## config.mk

```make
export PLATFORM = sky130hd
export DESIGN_NAME = poster_move_supervisor_top
export DESIGN_NICKNAME = d
export VERILOG_FILES = /design/src/sv/pms_pkg.sv /design/src/sv/poster_move_supervisor_top.sv /design/src/sv/pms_step.sv
export SDC_FILE = /design/constraint.sdc
export NUM_CORES = 1
export LEC_CHECK = 0
export ABC_AREA = 1
export BUFFER_PORTS_ARGS = -buffer_cell sky130_fd_sc_hd__buf_2
export CORE_MARGIN = 5
export CORE_UTILIZATION = 60
export CTS_CLUSTER_SIZE = 16
export DETAILED_ROUTE_END_ITERATION = 10
export HOLD_SLACK_MARGIN = 0.12
export MAX_ROUTING_LAYER = met4
export PLACE_DENSITY_LB_ADDON = 0.05
export SYNTH_ARGS = -nofsm -noshare
export SYNTH_HDL_FRONTEND = slang
export SYNTH_SLANG_ARGS = --single-unit
```

## constraint.sdc

```tcl
create_clock -name clock -period 5.36 [get_ports clock]
set_input_delay 1.072 -clock clock [delete_from_list [all_inputs] [get_ports clock]]
set_output_delay 1.072 -clock clock [all_outputs]
set_load 0.03 [all_outputs]
```

## src/sv/pms_pkg.sv

```systemverilog
`timescale 1ns / 1ps

package pms_pkg;

   localparam logic FUNC_START = 1'b0;
   localparam logic FUNC_TICK  = 1'b1;

   localparam int CSR_INDEX_WIDTH = 2;
   localparam int CSR_DATA_WIDTH  = 20;

   localparam logic [CSR_INDEX_WIDTH-1:0] CSR_COUNTING_MODE   = 2'd0;
   localparam logic [CSR_INDEX_WIDTH-1:0] CSR_BAND_LOWER_SIZE = 2'd1;
   localparam logic [CSR_INDEX_WIDTH-1:0] CSR_CURRENT_LIMIT   = 2'd2;

   localparam logic [12:0] TIMEOUT_COUNTING_MS = 13'd5000;
   localparam logic [12:0] TIMEOUT_NORMAL_MS   = 13'd3500;
   localparam logic [12:0] BLANK_MS            = 13'd150;
   localparam logic [8:0]  STALL_WINDOW_MS     = 9'd400;
   localparam logic [7:0]  STALL_MIN_COUNTS    = 8'd3;
   localparam logic [1:0]  OVERCURRENT_HITS    = 2'd3;
   localparam logic [1:0]  FAULT_LIMIT         = 2'd2;

   typedef enum logic [2:0] {
      ST_RUNNING     = 3'd0,
      ST_REACHED     = 3'd1,
      ST_TIMEOUT     = 3'd2,
      ST_OVERCURRENT = 3'd3,
      ST_STALL       = 3'd4,
      ST_FAULT       = 3'd5,
      ST_ABORTED     = 3'd6,
      ST_IDLE        = 3'd7
   } status_type;

   typedef enum logic [2:0] {
      DRV_NONE      = 3'd0,
      DRV_UP_SLOW   = 3'd1,
      DRV_UP_NORMAL = 3'd2,
      DRV_DOWN      = 3'd3,
      DRV_UP_FAST   = 3'd4
   } drive_type;

   typedef struct packed {
      logic               func;
      logic               move_down;
      logic signed [31:0] target_count;
      logic signed [31:0] encoder_count;
      logic [15:0]        current_sample;
      logic               upper_fault;
      logic               lower_fault;
      logic               stop_request;
   } req_type;

   typedef struct packed {
      status_type status;
      logic       stop_motor;
      drive_type  drive_command;
      logic       clear_faults;
   } rsp_type;

   typedef struct packed {
      logic        counting_mode;
      logic [19:0] band_lower_size;
      logic [15:0] current_limit;
   } cfg_type;

   typedef struct packed {
      logic               moving;
      logic               direction_down;
      logic signed [31:0] target_reg;
      logic signed [31:0] start_count;
      logic [12:0]        elapsed_ms;
      logic [8:0]         stall_timer_ms;
      logic signed [31:0] stall_ref_count;
      logic [1:0]         overcurrent_hits;
      logic [1:0]         fault_count;
      logic               fast_switched;
   } state_type;

endpackage

```

## src/sv/poster_move_supervisor_top.sv

```systemverilog
`timescale 1ns / 1ps
// An accepted transaction passes through one input register and then one result
// register before its result is valid; a stall on the response side can hold it
// in the input register.
// Throughput: one transaction per cycle while rsp_stall is low; while a result
// waits, the input register can still take one new item, and req_stall holds it.
// Reset is synchronous and active high; it clears the move state, the valid
// flags and the configuration registers to their default values.

module poster_move_supervisor_top import pms_pkg::*; (
   input  logic                       clock,
   input  logic                       reset,
   input  logic                       req_valid,
   output logic                       req_stall,
   input  req_type                    req_data,
   output logic                       rsp_valid,
   input  logic                       rsp_stall,
   output rsp_type                    rsp_data,
   input  logic                       csr_write,
   input  logic [CSR_INDEX_WIDTH-1:0] csr_index,
   input  logic [CSR_DATA_WIDTH-1:0]  csr_wdata
);

   logic      in_valid_ff;
   logic      in_valid_in;
   req_type   in_data_ff;
   logic      rsp_valid_ff;
   logic      rsp_valid_in;
   rsp_type   rsp_data_ff;
   cfg_type   cfg_ff;
   cfg_type   cfg_in;
   state_type state_ff;
   state_type state_in;
   state_type step_state;
   rsp_type   step_rsp;
   logic      advance;
   logic      fire;

   pms_step u_step (
      .cfg      (cfg_ff),
      .state    (state_ff),
      .req      (in_data_ff),
      .state_in (step_state),
      .rsp      (step_rsp)
   );

   always_comb begin
      advance      = !rsp_valid_ff || !rsp_stall;
      fire         = in_valid_ff && advance;
      req_stall    = in_valid_ff && !advance;
      in_valid_in  = req_stall ? in_valid_ff : req_valid;
      rsp_valid_in = advance ? in_valid_ff : rsp_valid_ff;
      state_in     = fire ? step_state : state_ff;
      cfg_in       = cfg_ff;
      if (csr_write) begin
         case (csr_index)
            CSR_COUNTING_MODE:   cfg_in.counting_mode   = csr_wdata[0];
            CSR_BAND_LOWER_SIZE: cfg_in.band_lower_size = csr_wdata[19:0];
            CSR_CURRENT_LIMIT:   cfg_in.current_limit   = csr_wdata[15:0];
            default:             cfg_in = cfg_ff;
         endcase
      end
   end

   always_ff @(posedge clock) begin
      if (reset) begin
         in_valid_ff  <= 1'b0;
         rsp_valid_ff <= 1'b0;
         state_ff     <= '0;
         cfg_ff       <= '{counting_mode: 1'b1, band_lower_size: 20'd0,
                           current_limit: 16'hFFFF};
      end else begin
         in_valid_ff  <= in_valid_in;
         rsp_valid_ff <= rsp_valid_in;
         state_ff     <= state_in;
         cfg_ff       <= cfg_in;
      end
   end

   always_ff @(posedge clock) begin
      if (req_valid && !req_stall) begin
         in_data_ff <= req_data;
      end
      if (fire) begin
         rsp_data_ff <= step_rsp;
      end
   end

   assign rsp_valid = rsp_valid_ff;
   assign rsp_data  = rsp_data_ff;

   property p_start_arms;
      @(posedge clock) disable iff (reset)
         (fire && in_data_ff.func == FUNC_START) |=> state_ff.moving;
   endproperty
   assert property (p_start_arms) else $error("start transaction did not arm the move");

   property p_abort_stops;
      @(posedge clock) disable iff (reset)
         (fire && in_data_ff.func == FUNC_TICK && in_data_ff.stop_request)
         |=> !state_ff.moving;
   endproperty
   assert property (p_abort_stops) else $error("stop request left the move running");

   property p_idle_quiet;
      @(posedge clock) disable iff (reset)
         (fire && in_data_ff.func == FUNC_TICK && !state_ff.moving)
         |=> (rsp_data_ff.status == ST_IDLE && !rsp_data_ff.stop_motor
              && rsp_data_ff.drive_command == DRV_NONE);
   endproperty
   assert property (p_idle_quiet) else $error("idle tick produced an action");

   property p_clear_only_on_retry;
      @(posedge clock) disable iff (reset)
         (rsp_valid_ff && rsp_data_ff.clear_faults)
         |-> (rsp_data_ff.stop_motor && (rsp_data_ff.status == ST_RUNNING
              || rsp_data_ff.status == ST_REACHED));
   endproperty
   assert property (p_clear_only_on_retry) else $error("fault clear outside a retry");

endmodule

```

## src/sv/pms_step.sv

```systemverilog
`timescale 1ns / 1ps

module pms_step import pms_pkg::*; (
   input  cfg_type   cfg,
   input  state_type state,
   input  req_type   req,
   output state_type state_in,
   output rsp_type   rsp
);

   logic signed [34:0] enc_x;
   logic signed [34:0] aenc;
   logic signed [34:0] fast_threshold;
   logic signed [34:0] tgt_x;
   logic signed [34:0] stall_diff;
   logic signed [34:0] stall_adiff;
   logic [12:0]        elapsed_inc;
   logic [8:0]         stall_inc;
   logic [1:0]         oc_inc;
   logic [1:0]         fault_inc;
   logic [12:0]        timeout_limit;
   logic               reached;
   logic               fast_hit;
   logic               oc_sample;
   logic               oc_trip;
   logic               stall_due;
   logic               stall_still;
   drive_type          start_drive;

   always_comb begin
      enc_x          = 35'(req.encoder_count);
      aenc           = enc_x[34] ? -enc_x : enc_x;
      fast_threshold = 35'(state.start_count)
                       + $signed({14'd0, cfg.band_lower_size, 1'b0});
      tgt_x          = 35'(state.target_reg);
      stall_diff     = enc_x - 35'(state.stall_ref_count);
      stall_adiff    = stall_diff[34] ? -stall_diff : stall_diff;
      elapsed_inc    = (state.elapsed_ms == '1) ? state.elapsed_ms
                                                : state.elapsed_ms + 13'd1;
      stall_inc      = (state.stall_timer_ms == '1) ? state.stall_timer_ms
                                                    : state.stall_timer_ms + 9'd1;
      oc_inc         = (state.overcurrent_hits == '1) ? state.overcurrent_hits
                                                      : state.overcurrent_hits + 2'd1;
      fault_inc      = (state.fault_count == '1) ? state.fault_count
                                                 : state.fault_count + 2'd1;
      timeout_limit  = cfg.counting_mode ? TIMEOUT_COUNTING_MS : TIMEOUT_NORMAL_MS;
      reached        = state.direction_down ? (aenc <= tgt_x) : (aenc >= tgt_x);
      fast_hit       = cfg.counting_mode && !state.fast_switched
                       && (aenc >= fast_threshold);
      oc_sample      = (req.current_sample > cfg.current_limit)
                       && (elapsed_inc >= BLANK_MS);
      oc_trip        = cfg.counting_mode && oc_sample && (oc_inc >= OVERCURRENT_HITS);
      stall_due      = cfg.counting_mode && (stall_inc >= STALL_WINDOW_MS);
      stall_still    = stall_adiff <= $signed({27'd0, STALL_MIN_COUNTS});
      start_drive    = state.direction_down ? DRV_DOWN
                       : (cfg.counting_mode ? DRV_UP_SLOW : DRV_UP_NORMAL);
   end

   always_comb begin
      state_in          = state;
      rsp.status        = ST_RUNNING;
      rsp.stop_motor    = 1'b0;
      rsp.drive_command = DRV_NONE;
      rsp.clear_faults  = 1'b0;
      if (req.func == FUNC_START) begin
         state_in.moving           = 1'b1;
         state_in.direction_down   = req.move_down;
         state_in.target_reg       = req.target_count;
         state_in.overcurrent_hits = '0;
         state_in.fault_count      = '0;
         state_in.start_count      = req.encoder_count;
         state_in.stall_ref_count  = req.encoder_count;
         state_in.elapsed_ms       = '0;
         state_in.stall_timer_ms   = '0;
         state_in.fast_switched    = 1'b0;
         rsp.drive_command = req.move_down ? DRV_DOWN
                             : (cfg.counting_mode ? DRV_UP_SLOW : DRV_UP_NORMAL);
      end else if (!state.moving) begin
         rsp.status = ST_IDLE;
      end else if (req.stop_request) begin
         state_in.moving = 1'b0;
         rsp.status      = ST_ABORTED;
         rsp.stop_motor  = 1'b1;
      end else begin
         state_in.elapsed_ms     = elapsed_inc;
         state_in.stall_timer_ms = stall_inc;
         if (elapsed_inc >= timeout_limit) begin
            state_in.moving = 1'b0;
            rsp.status      = ST_TIMEOUT;
            rsp.stop_motor  = 1'b1;
         end else begin
            if (fast_hit) begin
               state_in.fast_switched = 1'b1;
               rsp.drive_command      = DRV_UP_FAST;
            end
            if (cfg.counting_mode) begin
               state_in.overcurrent_hits = oc_sample ? oc_inc : 2'd0;
            end
            if (oc_trip) begin
               state_in.moving   = 1'b0;
               rsp.status        = ST_OVERCURRENT;
               rsp.stop_motor    = 1'b1;
               rsp.drive_command = DRV_NONE;
            end else if (req.upper_fault || req.lower_fault) begin
               state_in.fault_count = fault_inc;
               rsp.stop_motor       = 1'b1;
               if (fault_inc >= FAULT_LIMIT) begin
                  state_in.moving   = 1'b0;
                  rsp.status        = ST_FAULT;
                  rsp.drive_command = DRV_NONE;
               end else begin
                  state_in.start_count     = req.encoder_count;
                  state_in.stall_ref_count = req.encoder_count;
                  state_in.elapsed_ms      = '0;
                  state_in.stall_timer_ms  = '0;
                  state_in.fast_switched   = 1'b0;
                  rsp.clear_faults         = 1'b1;
                  if (reached) begin
                     state_in.moving   = 1'b0;
                     rsp.status        = ST_REACHED;
                     rsp.drive_command = DRV_NONE;
                  end else begin
                     rsp.drive_command = start_drive;
                  end
               end
            end else begin
               if (stall_due) begin
                  state_in.stall_timer_ms = '0;
                  if (!stall_still) begin
                     state_in.stall_ref_count = req.encoder_count;
                  end
               end
               if (stall_due && stall_still) begin
                  state_in.moving   = 1'b0;
                  rsp.status        = ST_STALL;
                  rsp.stop_motor    = 1'b1;
                  rsp.drive_command = DRV_NONE;
               end else if (reached) begin
                  state_in.moving   = 1'b0;
                  rsp.status        = ST_REACHED;
                  rsp.stop_motor    = 1'b1;
                  rsp.drive_command = DRV_NONE;
               end
            end
         end
      end
   end

endmodule
```

==> flow_summary_export.csv <==
group,metric,value,unit
sta,period_minus_slack,4.82,ns
global_routing,grt_remaining_overflow,0,
global_routing,grt_pass1_vias,16200,
synthesis,synthXorXnorAreaFrac,3.64,%
die,num_rows,63,
layout,drive_gt1_share,11.9,%
synthesis,synth_edf_count,93,
die,core_region_area,0.0295,sq mm
critical_path,cp_top_family,"simple AND/OR/NAND/NOR gates",
die,die_w,182,microns
sta,max_freq,207,MHz
synthesis,netlist_area,0.0178,sq mm
detailed_routing,dr.pass1.iters,6,
layout,fin_util,67.3,%
worst_hold_path,holdPathStages,2,
global_routing,grt_pass1_wl,80500,microns
synthesis,syn_area_per_cell,7.17,sq um
critical_path,reg2regPathDepth,33,
die,dieArea,0.0332,sq mm
synthesis,synthCells,2485,
run,cap_viol_max_count,0,
power_and_ir_drop,p_per_area,290,mW/mm^2
synthesis,yosysUniqueCellTypes,55,
synthesis,seq_area_frac_synth,34.1,%
die,start_util,60.4,%
synthesis,yosys.area.top_type_share,18.4,%
critical_path,slowest_stage,"ha_1",
sta,hold_viol,0,
clocking,cts_buffers,28,
detailed_routing,drc_errors,0,
critical_path,cp.arrival,5.25,ns
synthesis,synth_fa_ha_area_share,10.6,%
synthesis,async_flop_share,0,%
critical_path,worstReg2RegEnd,"state_ff[0]$_SDFFE_PP0P_",
critical_path,r2r-start,"state_ff[62]$_SDFFE_PP0P_",
critical_path,critPathLaunchType,"flop",
detailed_routing,final_antenna_net_count,0,
clocking,cts_tree,"yes",
global_routing,grt_max_degree,65,
global_routing,antenna_found_initial,0,
critical_path,crit_fanout,4,
detailed_routing,drt_iter0_drc,1160,
layout,mostFrequentLayoutCell,"nand2_1",
synthesis,synthTopCellsByArea,"dfxtp_1, edfxtp_1, nand2_1, ha_1, inv_1",
clocking,cts_root_buf,"clkbuf_16",
synthesis,synth_top_family_by_area,"simple AND/OR/NAND/NOR gates",
run_status,outcome,"finished, final reports clean",
clocking,clock_latency,0.57,ns
synthesis,yosysWarnings,0,
sta,relSlewSlack,30.5,%
synthesis,synth_mux_area_share,0,%
detailed_routing,num_vias,16700,
placement,hpwl,37400,microns
critical_path,cp_slowest_stage_delay,0.36,ns
worst_hold_path,min_from,"state_ff[45]$_SDFFE_PP0P_",
power_and_ir_drop,ir_drop,264,uV
layout,mostFrequentLayoutCells,"nand2_1, inv_1, nor2_1",
detailed_routing,drt-total-wl,48700,microns
sta,drv_slew,0,
synthesis,synthSimpleGateAreaFrac,29.6,%
sta,worstMarginPinSlew,1.04,ns
global_routing,grt_use_total,30.0,%
detailed_routing,vias_per_cell,5.54,
worst_hold_path,hold_end,"state_ff[45]$_SDFFE_PP0P_",
critical_path,path_buf_inv,3,
synthesis,ys_ff_latch,257,
critical_path,path_class,"flop to flop",
sta,whs,0.464,ns
worst_hold_path,hold_class,"flop to flop",
clocking,cts_max_path_buffers,3,
clocking,clk_pin_slew_worst_paths,0.06,ns
clocking,htree_levels,1,
die,io_pins,122,
sta,finalCritPeriodShare,90.0,%
critical_path,worst_ep_required_time,5.79,ns
die,dieHeight,182,microns
synthesis,synth_compound_area_share,12.9,%
detailed_routing,wire_per_inst,16.2,microns
layout,syn2layout_area_growth,11.4,%
placement,placed_area,0.0188,sq mm
clocking,cts.sinks,257,
layout,finalNetCount,2855,
sta,finalSetupViolCount,0,
power_and_ir_drop,p_total,5.74,mW
placement,place.gp.congestion,0.962,
layout,finish.instance_area,0.0198,sq mm
placement,port_buffers,121,
critical_path,reg2reg_slack,0.54,ns
clocking,cts_hold_buf,0,
critical_path,crit_path_end_kind,"flop",
layout,antenna-diode-count,0,
sta,finClkSkew,0.0199,ns
synthesis,synth_flop_cell,"dfxtp_1",
power_and_ir_drop,p_leak,9.17,nW
synthesis,yosysTopAreaCell,"dfxtp_1",
==> cells in the mapped netlist (2+ instances only) <==
cell,count
a211oi_1,5
a21boi_0,4
a21oi_1,176
a21oi_2,29
a31oi_1,6
and2_1,3
buf_2,15
buf_4,5
buf_6,9
clkbuf_1,43
clkinv_1,3
dfxtp_1,164
edfxtp_1,93
fa_1,2
ha_1,148
inv_1,317
inv_2,9
nand2_1,615
nand2_2,21
nand3_1,176
nand3_2,35
nand3b_1,11
nand4_1,27
nor2_1,252
nor2_2,9
nor3_1,34
nor3_2,2
nor4_1,10
o2111ai_1,2
o211ai_1,19
o21a_1,23
o21ai_0,112
o21ai_1,4
o21bai_1,7
o221a_2,2
or4_1,2
xnor2_1,33
xor2_1,41
==> registers in the layout, indices dropped and copies added, names as in the netlist <==
| name | flops |
|---|---|
| state_ff | 125 |
| in_data_ff | 85 |
| cfg_ff | 37 |
| rsp_data | 8 |
| in_valid_ff | 1 |
| rsp_valid | 1 |
==> worst min-delay path, delay by kind of cell (launching register included) <==
kind             cells  cell delay [ns]
AO/OA/AOI/OAI        1             0.06
flip-flops           1             0.31
AND/OR/NAND/NOR      1             0.06
==> metal layers <==
metal	global-route usage, %	vias up	share of wire (%)
li1	-	8378	-
met1	38.8	7658	44
met2	50.9	541	48
met3	3.03	81	5.9
met4	7.33	0	2.3
met5	-	-	0
==> report_power, final <==
| part | switching (mW) | internal, mW | total, mW |
|---|---|---|---|
| Combinational | 0.904 | 0.483 | 1.39 |
| Clock | 0.809 | 1.33 | 2.14 |
| Sequential | 0.0836 | 2.13 | 2.22 |
==> repair_timing <==
| action | 4_1_cts | 5_1_grt |
|---|---|---|
| endpoints found under the setup margin | 0 | 6 |
| setup buffers | 0 | 1 |
| resized for setup | 0 | 8 |
| endpoints found under the hold margin | 0 | 0 |
==> area by class of cell <==
cell class	count	area [sq um]
Clock buffer	35	747
Clock inverter	17	289
Fill cell	2594	9650
Inverter	329	1240
Multi-Input combinational cell	1831	10200
Sequential cell	257	6080
Tap cell	390	488
Timing Repair Buffer	146	818
==> worst max-delay path by stage <==
stage	startpoint	slack, ns	endpoint	cells after the start
2_1_floorplan	cfg_ff[18]$_SDFFE_PP0P_	1.11	state_ff[0]$_SDFFE_PP0P_	32
3_3_place_gp	cfg_ff[18]$_SDFFE_PP0P_	0.37	state_ff[0]$_SDFFE_PP0P_	30
3_5_place_dp	state_ff[62]$_SDFFE_PP0P_	0.37	state_ff[0]$_SDFFE_PP0P_	33
4_1_cts	state_ff[62]$_SDFFE_PP0P_	0.33	state_ff[0]$_SDFFE_PP0P_	33
5_1_grt	cfg_ff[18]$_SDFFE_PP0P_	-0.0006	state_ff[0]$_SDFFE_PP0P_	33
6_report	state_ff[62]$_SDFFE_PP0P_	0.54	state_ff[0]$_SDFFE_PP0P_	33
==> cells by family after synthesis <==
group / after synthesis
AO/OA/AOI/OAI: 398
XOR/XNOR: 74
adder cells (fa/ha/maj): 150
buffers and inverters: 402
flip-flops: 257
other: 1
AND/OR/NAND/NOR: 1203
==> per-stage QoR <==
stage | setup TNS (ns) | worst slack (ns) | instances
floorplan | 0 | 1.11 | 2490
global placement | 0 | 0.371 | 2952
detailed placement | 0 | 0.375 | 2952
CTS | 0 | 0.335 | 3004
global route | -0.000650 | -0.000650 | 3005
finish | 0 | 0.537 | 3005
Note: power is estimated with default switching activity, not from simulation.
